**src/rtl/core/brq_pkg.sv**
```systemverilog
package brq_pkg;

  // Ring geometry. The ring depth is a power of two so that a slot index
  // wraps by dropping the upper bits.
  localparam int Depth  = 1024;
  localparam int PtrW   = $clog2(Depth);
  localparam int IdxW   = 10;
  localparam int DataW  = 8;

  // Request opcodes.
  typedef enum logic [2:0] {
    OP_PUSH     = 3'd0,
    OP_POP      = 3'd1,
    OP_PEEK     = 3'd2,
    OP_SET_HEAD = 3'd3,
    OP_CLEAR    = 3'd4
  } opcode_t;

  // Result status codes.
  typedef enum logic [1:0] {
    ST_OK      = 2'd0,
    ST_REJECT  = 2'd1,
    ST_CLEARED = 2'd2
  } status_t;

  typedef logic [PtrW-1:0] ptr_t;

  // Memory access issued for one request.
  typedef struct packed {
    logic              wr_en;
    logic              rd_en;
    ptr_t              addr;
    logic [DataW-1:0]  wr_data;
  } mem_req_t;

  // Everything known about a result except the byte read from the ring.
  typedef struct packed {
    status_t           status;
    logic              rd_ok;
    logic              is_empty;
    logic              is_full;
    logic [IdxW-1:0]   head_pos;
    logic              last_flag;
  } res_info_t;

endpackage

```
**src/rtl/core/brq_ctrl.sv**
```systemverilog
module brq_ctrl (
  input  logic                          clk,
  input  logic                          rst_n,
  input  logic                          accept,
  input  logic [2:0]                    opcode,
  input  logic [brq_pkg::DataW-1:0]     data_byte,
  input  logic [brq_pkg::IdxW-1:0]      index,
  input  logic                          burst_end,
  output brq_pkg::mem_req_t             mem_req,
  output brq_pkg::res_info_t            res_info
);

  brq_pkg::ptr_t head_r, head_nxt;
  brq_pkg::ptr_t tail_r, tail_nxt;
  brq_pkg::ptr_t tail_inc;
  brq_pkg::ptr_t head_inc;
  brq_pkg::ptr_t peek_pos;
  brq_pkg::ptr_t set_pos;
  logic          empty;
  logic          full;
  logic          peek_in;
  logic          set_in;
  logic          set_oob;
  brq_pkg::status_t status;
  logic          rd_ok;

  // Wrapping increments and occupancy flags of the current pointers.
  assign tail_inc = (tail_r == brq_pkg::PtrW'(brq_pkg::Depth - 1)) ? '0 : tail_r + 1'b1;
  assign head_inc = (head_r == brq_pkg::PtrW'(brq_pkg::Depth - 1)) ? '0 : head_r + 1'b1;
  assign empty    = (head_r == tail_r);
  assign full     = (tail_inc == head_r);

  // Slot positions taken from the index field.
  assign peek_pos = brq_pkg::PtrW'(index % brq_pkg::Depth);
  assign set_pos  = brq_pkg::PtrW'(index);
  assign set_oob  = (32'(index) >= 32'(brq_pkg::Depth));

  // Occupied range checks: peek excludes the tail, set-head includes it.
  always_comb begin
    if (head_r < tail_r) begin
      peek_in = (peek_pos >= head_r) && (peek_pos < tail_r);
      set_in  = (set_pos >= head_r) && (set_pos <= tail_r);
    end else begin
      peek_in = (peek_pos >= head_r) || (peek_pos < tail_r);
      set_in  = (set_pos >= head_r) || (set_pos <= tail_r);
    end
  end

  // Decode of one request into pointer updates, status and memory access.
  always_comb begin
    head_nxt        = head_r;
    tail_nxt        = tail_r;
    status          = brq_pkg::ST_REJECT;
    rd_ok           = 1'b0;
    mem_req.wr_en   = 1'b0;
    mem_req.rd_en   = 1'b0;
    mem_req.addr    = head_r;
    mem_req.wr_data = data_byte;
    case (opcode)
      brq_pkg::OP_PUSH: begin
        mem_req.addr = tail_r;
        if (!full) begin
          tail_nxt      = tail_inc;
          status        = brq_pkg::ST_OK;
          mem_req.wr_en = accept;
        end
      end
      brq_pkg::OP_POP: begin
        if (!empty) begin
          head_nxt      = head_inc;
          status        = brq_pkg::ST_OK;
          rd_ok         = 1'b1;
          mem_req.rd_en = accept;
        end
      end
      brq_pkg::OP_PEEK: begin
        mem_req.addr = peek_pos;
        if (!empty && peek_in) begin
          status        = brq_pkg::ST_OK;
          rd_ok         = 1'b1;
          mem_req.rd_en = accept;
        end
      end
      brq_pkg::OP_SET_HEAD: begin
        if (set_oob) begin
          status = brq_pkg::ST_REJECT;
        end else if (empty) begin
          status = brq_pkg::ST_OK;
        end else if (set_in) begin
          head_nxt = set_pos;
          status   = brq_pkg::ST_OK;
        end else begin
          head_nxt = '0;
          tail_nxt = '0;
          status   = brq_pkg::ST_CLEARED;
        end
      end
      brq_pkg::OP_CLEAR: begin
        head_nxt = '0;
        tail_nxt = '0;
        status   = brq_pkg::ST_OK;
      end
      default: begin
        status = brq_pkg::ST_REJECT;
      end
    endcase
  end

  // Result flags reflect the pointers after the step.
  always_comb begin
    res_info.status    = status;
    res_info.rd_ok     = rd_ok;
    res_info.is_empty  = (head_nxt == tail_nxt);
    res_info.is_full   = (((tail_nxt == brq_pkg::PtrW'(brq_pkg::Depth - 1)) ? '0 :
                           tail_nxt + 1'b1) == head_nxt);
    res_info.head_pos  = brq_pkg::IdxW'(head_nxt);
    res_info.last_flag = burst_end;
  end

  // Pointer registers advance only on an accepted request.
  always_ff @(posedge clk) begin
    if (!rst_n) begin
      head_r <= '0;
      tail_r <= '0;
    end else if (accept) begin
      head_r <= head_nxt;
      tail_r <= tail_nxt;
    end
  end

endmodule
```
**config.mk**
```make
export PLATFORM = sky130hd
export DESIGN_NAME = brq_ctrl
export DESIGN_NICKNAME = d
export VERILOG_FILES = /design/src/rtl/core/brq_pkg.sv /design/src/rtl/core/brq_ctrl.sv
export SDC_FILE = /design/constraint.sdc
export NUM_CORES = 1
export LEC_CHECK = 0
export BUFFER_PORTS_ARGS = -buffer_cell sky130_fd_sc_hd__buf_4
export CORE_ASPECT_RATIO = 1.25
export CORE_UTILIZATION = 32
export DETAILED_ROUTE_END_ITERATION = 16
export SYNTH_ARGS = -nofsm -noshare
export SYNTH_HDL_FRONTEND = slang
export SYNTH_SLANG_ARGS = --single-unit
```
**constraint.sdc**
```tcl
create_clock -name clk -period 9.92 [get_ports clk]
set_input_delay 1.984 -clock clk [delete_from_list [all_inputs] [get_ports clk]]
set_output_delay 1.984 -clock clk [all_outputs]
set_load 0.02 [all_outputs]
```
; ---- Word level (Yosys, flattened, before mapping)
; Cells that the tools add are included.
; W data, S select, Z words.
[word_totals]
regBits = 20
inputBits = 25
out_inout_bits = 36
word_cells = 55
[op_classes]
addsub = 3
order_cmp = 4
eq_ne = 11
n_mux = 28
reduce_logical = 7
[op_table]
columns = cell, count
row1 = $mux W10, 9
row2 = $pmux W10 S3, 2
row3 = $eq A10 B10 Y1, 4
row4 = $add A10 B1 Y10 const B, 3
row5 = $eq A10 B10 Y1 const B, 3
row6 = $lt A10 B10 Y1, 2
row7 = $pmux W10 S2, 1
row8 = $mux W1, 11
row9 = $ge A10 B10 Y1, 1
row10 = $le A10 B10 Y1, 1
row11 = $pmux W2 S5, 1
row12 = $eq A3 B2 Y1 const B, 2
row13 = $mux W2, 2
row14 = $pmux W1 S2, 2
row15 = $eq A3 B1 Y1 const B, 1
row16 = $eq A3 B3 Y1 const B, 1
row17 = $logic_and A1 B1 Y1, 3
row18 = $logic_not A3 Y1, 1
row19 = $logic_or A1 B1 Y1, 2
row20 = $logic_not A1 Y1, 1

; ---- Depth between registers and ports, before layout
; Gate-level depths: netlist of the first run.
[depth]
ltp_word = 9
depth_mapped = 19
mapped_depth_nobuf = 18

; ---- Worst setup path before layout of the first run
; Ideal clock, no wire load.
[synth_path]
path_kind = input-to-output
startpoint = in index[3] (netlist name)
endpoint = out res_info[11] (netlist name)
arrival_time_ns = 5.449
slack_ns = 2.487
cell_stages = 16
path_buffers = 0
path_cell_list = ha_1 and3_1 nand3_1 or3_1 o21a_1 maj3_1 a31oi_1 o21ai_2 o31ai_1 ha_1 a21boi_0 nand4_1 a21oi_1 o21ai_0 xor2_1 a211oi_2
[synth_lines]
columns = element, line
row1 = from (decl), brq_ctrl.sv:7  ; input logic [brq_pkg::IdxW-1:0] index,
row2 = to (decl), brq_ctrl.sv:10  ; output brq_pkg::res_info_t res_info

==> results of run 1 <==
stage by stage:
stage          hold WS [ns]  total power [uW]  std cells  setup slack [ns]  area, um2
6_report              0.654               437        682              1.76       4130
5_1_grt               0.698               459        682              1.43       4130
4_1_cts               0.644               435        682              1.85       4130
3_5_place_dp          0.629               319        678              1.85       4020
3_3_place_gp          0.628               318        678              2.00       4020
2_1_floorplan         0.542               250        540              2.49       3750
layer usage:
| metal | vias up | wire [um] | track usage |
|---|---|---|---|
| li1 | 1994 | - | - |
| met1 | 1976 | 5680 | 0.275 |
| met2 | 203 | 6910 | 0.417 |
| met3 | 61 | 796 | 0.0209 |
| met4 | 0 | 952 | 0.176 |
| met5 | - | 0 | 0 |
registers in the layout, summed over array words and instances (netlist names):
signal  flops
head_r     10
tail_r     10
power groups by stage:
stage	combinational [uW]	sequential, uW	clock [uW]
6_report	223	98.3	115
5_1_grt	241	99.2	119
4_1_cts	220	97.8	117
3_5_place_dp	219	99.5	0
3_3_place_gp	218	99.7	0
2_1_floorplan	161	89.2	0
cell usage in the layout, fill, tap and decap left out, drive strengths merged, types with 19 or more instances in the layout:
cell and instances:
dfxtp 20, ha 33, inv 28, nor2 55, a21oi 39, buf 46
nand2 47, mux2i 25, xnor2 19, o21ai 50
logic make-up after synthesis:
group | share of synthesized area
xor gates and xnor gates | 0.0560
adders and majority gates | 0.118
DFF | 0.107
muxes | 0.0697
and+or+nand+nor | 0.249
AOI/OAI and AO/OA | 0.306
buffers and inverters | 0.0941
worst reg2reg max path, cell delays in order (launching register included):
cell and delay [ns]:
dfxtp_1 0.67, ha_1 0.55, nand3_2 0.33, a2111oi_0 0.45, nand3b_1 0.16, o2111ai_1 0.15
or4b_1 0.75, or2_1 0.37, o21ai_4 0.26, o21ai_0 0.13, o41ai_1 0.15, inv_1 0.13
a211oi_1 0.25
how the worst min path moves through the flow:
stage	depth (start not counted)	to	slack [ns]
after detailed placement	2	tail_r[8]	0.63
after global routing	2	tail_r[8]	0.70
after CTS	2	tail_r[8]	0.64
after global placement	2	head_r[6]	0.63
after floorplan	2	head_r[6]	0.54
final	2	tail_r[8]	0.65
layout make-up:
class / instances / area, um2
inverters: 29 / 109
repair buffers: 46 / 345
fillers: 1177 / 7120
clock buffers: 3 / 75.1
multi-input cells: 448 / 3000
clock inverters: 1 / 30.0
flip-flops and latches: 20 / 400
well taps: 135 / 169
==> results.ini, run 1 <==
[run_status]
run_status = finished, final reports clean

[synthesis]
synth_seq_cells = 20
netlist.area_leader.share = 0.110
seq_area_frac_synth = 0.107
synth.area.top_cells = ha_1 (11%), dfxtp_1 (11%), mux2i_1 (6.7%)
synth_edf_count = 0
synth_fp_nets = 598
synthCells = 540
yosys_warnings = 0
netlist_area_mm2 = 0.00375
ys_types = 72
synth_top_area_cell = ha_1
syn_area_per_cell_um2 = 6.95
ys_async_sr_fraction = 0
yosysMostFrequentCell = nor2_1
ys_top_cells_by_count = nor2_1 (55), o21ai_0 (46), nand2_1 (45)
ys.flop_type = dfxtp_1

[sta]
slew_viol_final = 0
setup_viol = 0
fin_crit_ns = 8.16
fin_setup_tns_ns = 0
final-hold-violation-count = 0
maxSlewHeadroom = 0.435
worst_pin_slew_ns = 0.840
fin_skew_ns = 0.00229
rsz0062_at_grt = no
fin_crit_sh = 0.822
fmax_ghz = 0.123

[worst_setup_path]
max_stage_delay_ns = 0.56
cp.required_ns = 7.94
r2r_setup_slack_ns = 5.49
cp_slowest_cell = a31oi_1
cp_top_family = compound AO/OA/AOI/OAI gates
setup.worst_path.start_class = primary input
critPathBufInv = 2
cp.arrival_ns = 6.17
r2r-start = tail_r[0]
path_max_fanout = 6
cp_cell_sequence = buf_4 > ha_1 > and3_1 > nand3_1 > or3_1 > o21a_1 > maj3_1 > a31oi_1 > o21ai_2 > o31ai_1 > ha_1 > a21boi_0 > nand4_1 > a21oi_1 > o21ai_0 > xor2_1 > a211oi_2 > buf_4
r2r_cells = 12
crit_end = res_info[11]
critPathKind = in -> out
rr_endpoint = tail_r[9]
cp-end-kind = output pin
critPathLaunch = index[5]
worst-path-stages = 18

[clocking]
clk_latency_ns = 0.27
cts_tree = done
cts_buffer_depth = 2
postCtsSetupRepairBufs = 0
path_clk_slew_ns = 0.06
cts_buffers = 3
ctsHoldBuffers = 0
h-tree-depth = 1
cts_resized = 0
clock-sinks = 20
cts_root_buf = clkbuf_16

[die]
std_cell_rows = 43
die_area_mm2 = 0.0122
ioPinCount = 61
die_x_um = 98.8
core-area_mm2 = 0.0112
initial_utilization = 0.334
die_y_um = 123

[layout]
syn_to_final_growth_pct = 10.0
fin_nets = 606
drive_gt1_frac = 0.130
diodes = 0
fin_util = 0.367

[detailed_routing]
drc_errors = 0
postRouteAntennaNets = 0
finalWirelength_um = 14300
via_per_inst = 6.21
wl_per_cell_um = 21.0
num_vias = 4234
first_iter_violations = 338
dr.pass1.iters = 6

[global_routing]
grt_util_all_layers = 0.239
overflow = 0
grt_max_degree = 28
grt_pass1_vias = 4217
grt_first_pass_wirelength_um = 22300
antenna_found_initial = 0

[power_and_ir_drop]
p_sw_uw = 188
power_frac_comb = 0.511
p_clk_frac = 0.264
swShare = 0.431
p_seq_frac = 0.225
pwr_density_cell_mw_per_mm2 = 106
vdd_ir_drop_max_mv = 0.0684
total_leakage_power_uw = 0.00157
p_int_uw = 248

[run]
cap_violations = 0

[placed_design]
gp_congestion = 0.982
portBuffers = 42
dpl.hpwl_um = 11200

[hold_path]
hp-start = tail_r[8]
min_path_type = reg -> reg

(Power assumes the default switching activity.)
==> inputs of run 2 (changes only) <==
--- a/config.mk
+++ b/config.mk
@@ -5,6 +5,7 @@
 export SDC_FILE = /design/constraint.sdc
 export NUM_CORES = 1
 export LEC_CHECK = 0
+export ABC_AREA = 1
 export BUFFER_PORTS_ARGS = -buffer_cell sky130_fd_sc_hd__buf_4
 export CORE_ASPECT_RATIO = 1.25
 export CORE_UTILIZATION = 32
==> constraint.sdc (replaced) <==
create_clock -name clk -period 6.8 [get_ports clk]
set_input_delay 1.36 -clock clk [delete_from_list [all_inputs] [get_ports clk]]
set_output_delay 1.36 -clock clk [all_outputs]
set_load 0.02 [all_outputs]
==> run 2 against run 1 <==
Combinational power grew 30%. Global-route usage shrank 1.2 points. Non-clock buffer count shrank 3. Critical path depth grew 6. Area after synthesis shrank 9.5%. Cell area shrank 6.0%. Clock power grew 41%.
==> results.ini, run 2 <==
[run_status]
run_status = finished, final reports clean

[placed_design]
dpl.hpwl_um = 10100
portBuffers = 42
gp_congestion = 0.950

[global_routing]
grt_util_all_layers = 0.227
antenna_found_initial = 0
grt_first_pass_wirelength_um = 19200
grt_max_degree = 26
grt_pass1_vias = 3889
overflow = 0

[sta]
fin_crit_sh = 0.848
fmax_ghz = 0.173
final-hold-violation-count = 0
fin_setup_tns_ns = 0
worst_pin_slew_ns = 0.681
slew_viol_final = 0
fin_crit_ns = 5.77
setup_viol = 0
maxSlewHeadroom = 0.545
fin_skew_ns = 0.00589
rsz0062_at_grt = no

[detailed_routing]
via_per_inst = 5.36
num_vias = 3959
finalWirelength_um = 12200
dr.pass1.iters = 5
first_iter_violations = 314
postRouteAntennaNets = 0
wl_per_cell_um = 16.5
drc_errors = 0

[layout]
nFillCells = 1127
diodes = 0
largestRegisters = head_r: 10 flops, tail_r: 10 flops
final_common_cell = nand2_1
syn_to_final_growth_pct = 14.3
fin_util = 0.380
drive_gt1_frac = 0.136
most-common-layout-cells = nand2_1 (150), inv_1 (83), nor2_1 (58)
fin_nets = 669

[synthesis]
ys_async_sr_fraction = 0
netlist.area_leader.share = 0.166
ys_top_cells_by_count = nand2_1 (150), inv_1 (83), nor2_1 (58)
syn_area_per_cell_um2 = 5.84
yosys_warnings = 0
ys_types = 42
netlist_area_mm2 = 0.00339
synth_top_area_cell = nand2_1
ys.flop_type = dfxtp_1
synth.area.top_cells = nand2_1 (17%), ha_1 (12%), dfxtp_1 (12%)
synthCells = 581
seq_area_frac_synth = 0.118
synth_fp_nets = 639
synth_seq_cells = 20
synth_edf_count = 0
yosysMostFrequentCell = nand2_1

[worst_setup_path]
setup.worst_path.start_class = primary input
path_max_fanout = 10
cp.arrival_ns = 4.41
cp.required_ns = 5.44
critPathKind = in -> out
cp-end-kind = output pin

[clocking]
clock-sinks = 20
h-tree-depth = 1
cts_buffer_depth = 2
cts_buffers = 3
path_clk_slew_ns = 0.06
postCtsSetupRepairBufs = 0
cts_resized = 0
cts_tree = done
ctsHoldBuffers = 0
clk_latency_ns = 0.25
cts_root_buf = clkbuf_16

[die]
initial_utilization = 0.332
die_x_um = 94.1
die_area_mm2 = 0.0110
die_y_um = 117
core-area_mm2 = 0.0102
std_cell_rows = 41
ioPinCount = 61

[power_and_ir_drop]
pwr_density_cell_mw_per_mm2 = 154
total_leakage_power_uw = 0.00196
vdd_ir_drop_max_mv = 0.121

[run]
cap_violations = 0

[hold_path]
min_path_type = reg -> reg

[run 2: cell count changes in the layout (fill, tap and decap cells not counted), sizes merged, moves of 12 or more]
cell,delta
xnor2,-17
o21ai,-12
inv,+57
nand2,+118
nand3,+31
mux2i,-25
[run 2: final timing paths]
| check | from | slack (ns) | cells after the start | end |
|---|---|---|---|---|
| setup / recovery | index[9] | 1.03 | 24 | res_info[11] |
| hold / removal | head_r[5] | 0.60 | 2 | head_r[5] |
| setup reg to reg | tail_r[9] | 3.09 | 14 | head_r[7] |
| hold reg to reg | head_r[5] | 0.60 | 2 | head_r[5] |
[run 2: worst max-delay path: stages]
cell and delay (ns):
buf_4 0.14, ha_1 0.31, a21o_1 0.18, nor2_1 0.14, nand2_1 0.07, nor2_1 0.12, nand2_1 0.07, a21oi_1 0.13
nand2_1 0.13, nand2_1 0.22, nand3_4 0.18, nand2_1 0.12, nand2_2 0.10, ha_1 0.25, nand2_2 0.12, nor2_4 0.06
nand2_4 0.10, nand3_1 0.11, nand2_1 0.07, nand2_1 0.05, nor2_1 0.07, nand2_1 0.05, nor2_1 0.08, buf_4 0.14
[run 2: cell type report]
type	instances	area, um2	share of cell area
multi-input cells	457	2560	0.662
repair buffers	43	323	0.0833
well taps	129	161	0.0416
inverters	86	323	0.0833
flip-flops and latches	20	400	0.103
clock buffers	3	75.1	0.0194
clock inverters	1	30.0	0.00774
[run 2: metal layers]
metal  GRT usage  share of wire  vias to the layer above
met5           0              0                        -
met4       0.158          0.058                        0
met3      0.0181          0.043                       39
met2       0.401           0.48                      133
met1       0.260           0.42                     1803
li1            -              -                     1984
[run 2: power by group]
group	switching [uW]	total [uW]	internal (uW)	leakage [uW]
sequential	18.7	145	126	0.000165
combinational	187	290	103	0.00174
clock	44.7	162	117	0.0000511
[run 2: metrics by stage]
| stage | cells | hold slack, ns | worst slack [ns] | total power [uW] | area (um2) |
|---|---|---|---|---|---|
| finish | 739 | 0.604 | 1.03 | 596 | 3880 |
| global route | 739 | 0.652 | 0.675 | 637 | 3880 |
| CTS | 739 | 0.605 | 1.03 | 598 | 3880 |
| floorplan | 581 | 0.531 | 1.53 | 344 | 3390 |
| global placement | 735 | 0.592 | 1.12 | 431 | 3770 |
| detailed placement | 735 | 0.584 | 1.04 | 433 | 3770 |
[run 2: kinds of logic (layout without fill, tap and decap cells)]
kind of cell	Yosys count	after routing	share of synthesized area
buffers and inverters	104	133	0.126
adders and majority gates	33	33	0.122
xor gates and xnor gates	10	10	0.0258
DFF	20	20	0.118
and+or+nand+nor	306	306	0.417
AOI/OAI and AO/OA	108	108	0.192
==> inputs of run 3 (changes only) <==
==> constraint.sdc (replaced) <==
create_clock -name clk -period 5.37 [get_ports clk]
set_input_delay 1.074 -clock clk [delete_from_list [all_inputs] [get_ports clk]]
set_output_delay 1.074 -clock clk [all_outputs]
set_load 0.02 [all_outputs]
==> run 3 against run 2 <==
Cell area increased by 4.6%. Clock skew down 0.0032 ns. Clock-buffer cell count grew 1. Worst setup slack got worse by 0.71 ns. Die area did not move. Clock power up 6%. Cell count increased by 3.2%. Critical path type unchanged. Critical endpoint unchanged. Largest cell class unchanged.
==> results.ini, run 3 (synthesis results as in run 2) <==
[run_status]
run_status = finished, final reports clean

[layout]
fin_nets = 693
drive_gt1_frac = 0.174
syn_to_final_growth_pct = 19.5
final_common_cell = nand2_1
diodes = 0
largestRegisters = head_r: 10 flops, tail_r: 10 flops
finalInstanceArea_mm2 = 0.00406
nFillCells = 1116
most-common-layout-cells = nand2_1 (148), inv_1 (83), buf_4 (66)

[placed_design]
portBuffers = 42
dpl.hpwl_um = 10500
placed_cell_area_mm2 = 0.00393
gp_congestion = 0.948

[detailed_routing]
first_iter_violations = 259
drc_errors = 0
via_per_inst = 5.33
postRouteAntennaNets = 0
finalWirelength_um = 12600
dr.pass1.iters = 5
num_vias = 4063
wl_per_cell_um = 16.6

[run]
cap_violations = 0

[sta]
fin_skew_ns = 0.00273
worst_pin_slew_ns = 0.692
fin_crit_sh = 0.941
fin_crit_ns = 5.05
maxSlewHeadroom = 0.537
slew_viol_final = 0
fin_setup_tns_ns = 0
fmax_ghz = 0.198
setup_viol = 0
rsz0062_at_grt = no
final-hold-violation-count = 0

[worst_setup_path]
max_stage_delay_ns = 0.50
cp.required_ns = 4.30
critPathKind = in -> out
path_max_fanout = 6
cp-end-kind = output pin
cp_cell_sequence = buf_4 > ha_1 > nand2_1 > nor2_1 > nand2_1 > nor2_1 > nand3b_1 > nand2_1 > nand2_1 > nand2_1 > nand2_2 > nand2_4 > inv_1 > o21ai_0 > a22oi_1 > inv_1 > nand2_1 > nand2_1 > nand3_1 > nor2_1 > buf_4
cp_slowest_cell = a22oi_1
cp.arrival_ns = 3.98
setup.worst_path.start_class = primary input
cpMostUsedCell = nand2_1

[global_routing]
grt_pass1_vias = 3791
grt_util_all_layers = 0.232
antenna_found_initial = 0
overflow = 0
grt_first_pass_wirelength_um = 19600
grt_max_degree = 26

[clocking]
cts_tree = done
path_clk_slew_ns = 0.06
cts_root_buf = clkbuf_16
cts_buffer_depth = 2
cts_buffers = 3
clock-sinks = 20
h-tree-depth = 1
clk_latency_ns = 0.25

[power_and_ir_drop]
pwr_density_cell_mw_per_mm2 = 184
p_total_uw = 747
vdd_ir_drop_max_mv = 0.103
total_leakage_power_uw = 0.00208

[die]
std_cell_rows = 41
die_area_mm2 = 0.0110
core-area_mm2 = 0.0102
ioPinCount = 61
initial_utilization = 0.332
die_y_um = 117
die_x_um = 94.1

[hold_path]
min_path_type = reg -> reg

[run 3: cell types whose count changed in the layout (fill, tap and decap cells not counted)]
cell	change
nand3_2	+1
nand2_1	-2
nand2_4	+1
nand2_2	+1
buf_4	+23
nor2_2	+1
nor2_1	-1
clkbuf_8	+1
bufinv_16	-1
[run 3: metrics by stage]
stage	utilization	hold slack [ns]	cells	worst slack [ns]
finish	0.397	0.623	763	0.317
detailed placement	0.385	0.598	756	0.188
global placement	0.385	0.614	756	0.252
CTS	0.394	0.613	760	0.176
floorplan	-	0.531	581	0.667
global route	0.397	0.686	763	0.0436
[run 3: area by class of cell]
cell class / instances / area, um2 / area share
clock buffer: 4 / 88.8 / 0.0219
inverter: 86 / 323 / 0.0796
multi-input combinational: 458 / 2590 / 0.638
sequential: 20 / 400 / 0.0987
tap: 129 / 161 / 0.0398
timing repair buffer: 66 / 495 / 0.122
[run 3: repair_timing]
| action | in CTS | in global routing |
|---|---|---|
| resized for setup | 0 | 4 |
| hold buffers | 0 | 0 |
| setup endpoints to repair | 0 | 2 |
| setup buffers | 0 | 2 |
[run 3: power breakdown]
part           total, uW  internal, uW  switching (uW)  leakage, uW
clock network        171           114            57.5    0.0000442
registers            176           159            16.5     0.000165
logic                401           148             252      0.00187
[run 3: critical path: cells and delay by family]
kind	cells	cell delay, ns
adders and majority gates	1	0.30
AOI/OAI and AO/OA	2	0.72
buffers and inverters	4	0.63
and+or+nand+nor	14	1.24
[run 3: final timing paths]
path                            depth (start not counted)  slack [ns]  startpoint      endpoint
worst max register to register                         17        2.05   head_r[8]     head_r[7]
worst min register to register                          2        0.62   head_r[5]     head_r[5]
worst max-delay path                                   21        0.32    index[9]  res_info[11]
worst min-delay path                                    2        0.62   head_r[5]     head_r[5]
[run 3: per-layer routing]
metal  routed length [um]  GRT usage  up-vias
met4                  473      0.102        0
met2                 6270      0.414      143
met3                  598     0.0168       27
met1                 5290      0.284     1865
met5                    0          0        -
li1                     -          -     2028
